--- config.mk ---
export PLATFORM = sky130hd
export DESIGN_NAME = ttldf_order_ring
export DESIGN_NICKNAME = d
export VERILOG_FILES = /design/src/rtl/ttldf_pkg.sv /design/src/rtl/ttldf_order_ring.sv
export SDC_FILE = /design/constraint.sdc
export NUM_CORES = 1
export LEC_CHECK = 0
export ABC_CLOCK_PERIOD_IN_PS = 3600
export BUFFER_PORTS_ARGS = -buffer_cell sky130_fd_sc_hd__buf_2
export CAP_MARGIN = 20
export CORE_ASPECT_RATIO = 1.75
export CORE_MARGIN = 1.5
export CORE_UTILIZATION = 32
export CTS_CLUSTER_DIAMETER = 120
export DETAILED_ROUTE_END_ITERATION = 7
export SYNTH_ARGS = -nofsm -noshare
export SYNTH_HDL_FRONTEND = slang
export SYNTH_SLANG_ARGS = --single-unit
--- constraint.sdc ---
create_clock -name clock -period 3.6 [get_ports clock]
set_clock_uncertainty 0.15 [all_clocks]
set_input_delay 0.36 -clock clock [delete_from_list [all_inputs] [get_ports clock]]
set_output_delay 0.36 -clock clock [all_outputs]
set_load 0.01 [all_outputs]
--- src/rtl/ttldf_pkg.sv ---
// Shared types and constants for the TTL duplicate request filter.
// No dependencies; imported by every module of the block.
`default_nettype none

package ttldf_pkg;

   // Field widths
   localparam int unsigned SRC_W  = 32;
   localparam int unsigned RID_W  = 64;
   localparam int unsigned TIME_W = 48;
   localparam int unsigned TTL_W  = 32;

   // Defaults
   localparam int unsigned CACHE_ENTRIES_DEFAULT = 64;
   localparam logic [TTL_W-1:0] TTL_RESET = 32'd10000;
   localparam logic [TIME_W-1:0] TIME_MAX = '1;

   // Top level sequencer states
   typedef enum logic [2:0] {
      ST_CLEAR,
      ST_IDLE,
      ST_SCAN,
      ST_COMPACT,
      ST_UPDATE,
      ST_EVICT,
      ST_INSERT,
      ST_RESPOND
   } ttldf_state_type;

   // Commands to the insertion order ring
   typedef struct packed {
      logic rd_en;
      logic wr_en;
      logic advance;
   } ttldf_ring_ctrl_type;

endpackage

`default_nettype wire

--- src/rtl/ttldf_order_ring.sv ---
// Insertion order ring: slot numbers of live entries, oldest at the head.
// Positions are relative to the head. Depends on ttldf_pkg.
`default_nettype none

module ttldf_order_ring #(
   parameter int unsigned ENTRIES = ttldf_pkg::CACHE_ENTRIES_DEFAULT,
   parameter int unsigned IDX_W   = (ENTRIES > 1) ? $clog2(ENTRIES) : 1
) (
   input  wire                            clock,
   input  wire                            reset,
   input  wire ttldf_pkg::ttldf_ring_ctrl_type ctrl,
   input  wire [IDX_W-1:0]                rd_pos,
   input  wire [IDX_W-1:0]                wr_pos,
   input  wire [IDX_W-1:0]                wr_slot,
   output logic [IDX_W-1:0]               rd_slot
);
   import ttldf_pkg::*;

   localparam logic [IDX_W:0]   ENTRIES_W = (IDX_W+1)'(ENTRIES);
   localparam logic [IDX_W-1:0] LAST_POS  = IDX_W'(ENTRIES - 1);

   logic [IDX_W-1:0] ord_mem [ENTRIES];
   logic [IDX_W-1:0] head_ff, head_in;
   logic [IDX_W-1:0] rd_slot_ff;
   logic [IDX_W-1:0] rd_addr, wr_addr;
   logic [IDX_W:0]   rd_sum, wr_sum;

   // Relative position to physical address, wrapping once
   always_comb begin
      rd_sum = {1'b0, head_ff} + {1'b0, rd_pos};
      wr_sum = {1'b0, head_ff} + {1'b0, wr_pos};
      if (rd_sum >= ENTRIES_W) begin
         rd_sum = rd_sum - ENTRIES_W;
      end
      if (wr_sum >= ENTRIES_W) begin
         wr_sum = wr_sum - ENTRIES_W;
      end
      rd_addr = rd_sum[IDX_W-1:0];
      wr_addr = wr_sum[IDX_W-1:0];
   end

   // Head moves past the evicted oldest entry
   always_comb begin
      head_in = head_ff;
      if (ctrl.advance) begin
         head_in = (head_ff == LAST_POS) ? '0 : head_ff + 1'b1;
      end
   end

   always_ff @(posedge clock) begin
      if (reset) begin
         head_ff <= '0;
      end else begin
         head_ff <= head_in;
      end
   end

   // Order memory, registered read
   always_ff @(posedge clock) begin
      if (ctrl.wr_en) begin
         ord_mem[wr_addr] <= wr_slot;
      end
      if (ctrl.rd_en) begin
         rd_slot_ff <= ord_mem[rd_addr];
      end
   end

   assign rd_slot = rd_slot_ff;

endmodule

`default_nettype wire

; ---- Yosys cells after proc, flatten, opt, wreduce, memory -nomap -nowiden
; Memories as Yosys holds them, arrays and structs flattened. A register that Yosys moved wholly into a read port is not among the register bits.
; Index checks and enable logic that the tools add are counted.
[word_totals]
reg_bits = 6
mem_bits_rw = 384
inputBits = 23
out_inout_bits = 6
elab_cells = 15
memories = 1
[mem_list]
columns = memory, depth, width, rd, rd_clocked_by_memory_dff, wr, line
row1 = ord_mem, 64, 6, 1, 1, 1, ttldf_order_ring.sv:22  ; logic [IDX_W-1:0] ord_mem [ENTRIES];
[classes]
add_sub_neg = 5
n_lt_le_gt_ge = 2
eq_ne = 1
n_mux = 5
[op_table]
columns = operator, count
row1 = two-way mux 6 bit, 3
row2 = adder 6 x 6 -> 7 bit, 2
row3 = >= comparator 7 bit (second input constant), 2
row4 = subtractor 6 x 1 -> 6 bit (second input constant), 2
row5 = adder 6 x 1 -> 6 bit (second input constant), 1
row6 = == test 6 bit (second input constant), 1
row7 = two-way mux 1 bit, 2

; ---- Logic depth before layout (Yosys ltp)
[depth]
depth_word = 3
mapped_depth = 11
depth_no_buf = 9

; ---- Worst setup path after synthesis
; OpenSTA, ideal clock, no wires.
[synth_timing]
kind = flip-flop to flip-flop
start = reg head_ff[0]
end = reg rd_slot_ff[3], in the netlist rd_slot[3] (read register of ord_mem), data pin
setup_ns = 0.272
arrival_time_ns = 2.567
required_time_ns = 3.178
slack_ns = 0.611
stages_incl_launch_ff = 11
n_path_buf = 3
synth_period_minus_slack_ns = 2.989
cell_sequence = dfxtp_1 -> ha_1 -> inv_1 -> fa_1 -> buf_2 -> buf_2 -> buf_1 -> mux4_2 -> a211o_1 -> a31oi_1 -> mux2i_1
[synth_via]
elab_chain_cells = 3
elab_cells_between_ends = 4
classes_between = 2 x add/sub / 1 x order compare / 1 x mux
[synth_lines]
columns = item, line
row1 = "start, declared", ttldf_order_ring.sv:23  ; logic [IDX_W-1:0] head_ff, head_in;
row2 = "start signal, assigned", ttldf_order_ring.sv:54  ; head_ff <= head_in;
row3 = adder 6 x 6 -> 7 bit *, ttldf_order_ring.sv:30  ; rd_sum = {1'b0, head_ff} + {1'b0, rd_pos};
row4 = subtractor 6 x 1 -> 6 bit / >= comparator 7 bit (equally long branches), "ttldf_order_ring.sv:33, ttldf_order_ring.sv:32"
row5 = two-way mux 6 bit *, ttldf_order_ring.sv:32  ; if (rd_sum >= ENTRIES_W) begin
row6 = "end, declared", ttldf_order_ring.sv:24  ; logic [IDX_W-1:0] rd_slot_ff;
; Every way passes the cells marked *; elsewhere a longest branch is shown, timed or not.
; A chain may end at the register's enable or synchronous reset.

; ---- Worst setup path after layout
; Same ends and word-level chain as after synthesis.

==> impl_metrics.json <==
{
  "drc": 0,
  "syn_nets": 829,
  "core-area_um2": 49600,
  "root_buffer": "clkbuf_16",
  "period_share": 0.959,
  "cp-start-kind": "flop",
  "grt_pass1_wl_um": 55000,
  "dp.cells": 1532,
  "slew_viol_final": 0,
  "cp-startpoint": "head_ff[0]$_SDFFE_PP0P_",
  "path_buf_inv": 2,
  "cts_resized": 0,
  "wl_per_cell_um": 23.3,
  "dp_slack_ns": 0.143,
  "grt_usage": 0.149,
  "netlist_area_um2": 16100,
  "end_kind": "flop",
  "synth_warnings": 0,
  "clk_latency_ns": 0.52,
  "synth_compound_area_frac": 0.0183,
  "path_clk_slew_ns": 0.07,
  "synth_seq_area_share": 0.737,
  "period_minus_slack_ns": 3.45,
  "dr.first_iter.drc_count": 651,
  "whs_path_depth": 3,
  "crit_slowest_cell": "fa_4",
  "nets": 949,
  "rows": 108,
  "yosys_register_bits": 396,
  "cts_setup_buffers": 0,
  "final_common_cell": "edfxtp_1",
  "wirelength_um": 37300,
  "cts_tree": "yes",
  "path_delay_family": "adder cells",
  "synthXorXnorAreaFrac": 0.00974,
  "timing.rr.start": "head_ff[0]$_SDFFE_PP0P_",
  "cts_buffers": 34,
  "stdcell_area_um2": 18800,
  "ctsHoldBuffers": 1,
  "grt_overflow": 0,
  "synth_top_family_by_area": "multiplexers",
  "layout_common_cells": "390 x edfxtp_1, 83 x mux4_2, 81 x nor2_1",
  "path_class": "reg2reg",
  "maxCapViolations": 0,
  "dr_wl_met2_um": 21000,
  "ioPinCount": 29,
  "drive_above_1_share": 0.275,
  "dr.pass1.iters": 5,
  "power_per_cell_area_nw_per_um2": 548,
  "synth_area_per_cell_um2": 20.2,
  "n_antenna_cell": 0,
  "finalNonFillerCells": 1599,
  "highest_layer": "met4",
  "die_h_um": 299,
  "r2r_end": "rd_slot[3]$_DFFE_PP_",
  "max_slew_margin": 0.268,
  "vias_per_cell": 5.00,
  "wl_met1_um": 13000,
  "synthCells": 793,
  "grt_antenna_before_repair": 0,
  "worst_slew_pin_slew_ns": 1.10,
  "io_buffers": 28,
  "grt_max_degree": 65,
  "final_core_util": 0.380,
  "postRouteAntennaNets": 0,
  "cp.required_ns": 3.73,
  "gp_congestion": 0.813,
  "initial_utilization": 0.324,
  "path_max_fanout": 45,
  "crit_path_max_incr_delay_ns": 0.80,
  "hold_path_end": "head_ff[0]$_SDFFE_PP0P_",
  "yosysUniqueCellTypes": 38,
  "synth-adder-area-share": 0.0111,
  "synth_mux_area_frac": 0.173,
  "dpl_cell_area_um2": 17600,
  "hold_path.class": "in2reg",
  "crit_chain": "ha_4 -> inv_1 -> fa_4 -> buf_12 -> mux4_2 -> and3_1 -> a211o_1 -> a31oi_1 -> mux2i_1",
  "cts_buffer_depth": 3,
  "setup_ws_ns": 0.147,
  "die_area_um2": 51600,
  "p_leak_uw": 0.00627,
  "h-tree-depth": 2,
  "max_freq_mhz": 290,
  "min_from": "ctrl[0]",
  "area_delta_synth_final_pct": 17.3,
  "die_x_um": 172,
  "dr_wl_met3_um": 1380,
  "synthSimpleGateAreaFrac": 0.0372,
  "dp_hpwl_um": 24400,
  "arrival_ns": 3.58,
  "via_count": 7993,
  "setup_viol": 0,
  "grt_setup_unrepaired": "no",
  "crit_cells": 9,
  "grt_pass1_vias": 8461,
  "fin_tns_setup_ns": 0,
  "status": "finished, final reports clean",
  "hold_viol": 0,
  "reg2regPathDepth": 9,
  "r2r_slack_ns": 0.15,
  "clkSinkCount": 396,
  "worst_ir_drop_vdd_uv": 459
}
==> state kept, by name (all words and copies together), names as in the netlist <==
register / count
ord_mem: 384
head_ff: 6
rd_slot: 6
==> final cells by class <==
class                      count  area, um2
fill                        4570      30800
multi-input combinational    359       4050
sequential                   396      11800
timing repair buffer         119        951
clock inverter                22        260
tap                          660        826
clock buffer                  40        905
inverter                       3       11.3
==> cell families after synthesis <==
family                   after synthesis
AO/OA/AOI/OAI                         39
buffers and inverters                 38
XOR/XNOR                              17
adder cells (fa/ha/maj)               13
multiplexers                         152
AND/OR/NAND/NOR                      138
flip-flops                           396
==> tightest hold or removal path: stages <==
cell and delay (ns):
buf_2 0.15, xnor2_1 0.09, nor2_1 0.07
==> layer usage <==
layer	global-route usage	vias up
li1	-	3492
met1	0.160	4177
met2	0.284	235
met3	0.0141	89
met4	0.0760	0
met5	0	-
==> worst max-delay path by stage <==
stage,slack [ns],to
6_report,0.15,rd_slot[3]$_DFFE_PP_
5_1_grt,0.003,rd_slot[1]$_DFFE_PP_
4_1_cts,0.12,rd_slot[1]$_DFFE_PP_
3_5_place_dp,0.14,rd_slot[1]$_DFFE_PP_
3_3_place_gp,0.11,rd_slot[1]$_DFFE_PP_
2_1_floorplan,0.61,rd_slot[3]$_DFFE_PP_
==> synth_stat cells <==
master	count	share of area
edfxtp_1	390	0.73
mux4_2	83	0.12
nor2_1	81	0.019
mux2i_1	56	0.035
nand2_1	24	0.0056
buf_2	17	0.0053
mux4_1	13	0.021
nand4_1	13	0.0051
ha_1	11	0.0086
a211o_1	10	0.0055
a31oi_1	10	0.0039
and3_1	10	0.0039
buf_4	9	0.0042
xor2_1	9	0.0049
xnor2_1	7	0.0038
dfxtp_1	6	0.0075
a21oi_1	5	0.0016
a22o_1	5	0.0027
clkbuf_1	5	0.0012
nand3_1	4	0.0012
a21o_1	3	0.0014
inv_1	3	0.00070
buf_6	2	0.0014
fa_1	2	0.0025
nand2b_1	2	0.00078
a2111o_1	1	0.00070
a211oi_1	1	0.00047
a31o_2	1	0.00055
buf_1	1	0.00023
buf_12	1	0.0012
nand2_2	1	0.00039
nor2b_1	1	0.00039
nor3_1	1	0.00031
o211a_1	1	0.00062
o211ai_1	1	0.00047
o21bai_1	1	0.00047
or3b_1	1	0.00055
xnor2_2	1	0.0010
==> metrics by stage <==
stage	power, uW	hold WS (ns)
3_3_place_gp	6610	0.431
4_1_cts	10400	0.00616
3_5_place_dp	6620	0.459
6_report	10300	0.0310
5_1_grt	10600	0.0147
2_1_floorplan	6100	0.282
==> power by group <==
| part | total [uW] | internal, uW | switching [uW] |
|---|---|---|---|
| Clock | 3820 | 2180 | 1640 |
| Combinational | 1350 | 591 | 763 |
| Sequential | 5150 | 5130 | 23.7 |
Note: power is estimated with default switching activity, not from simulation.
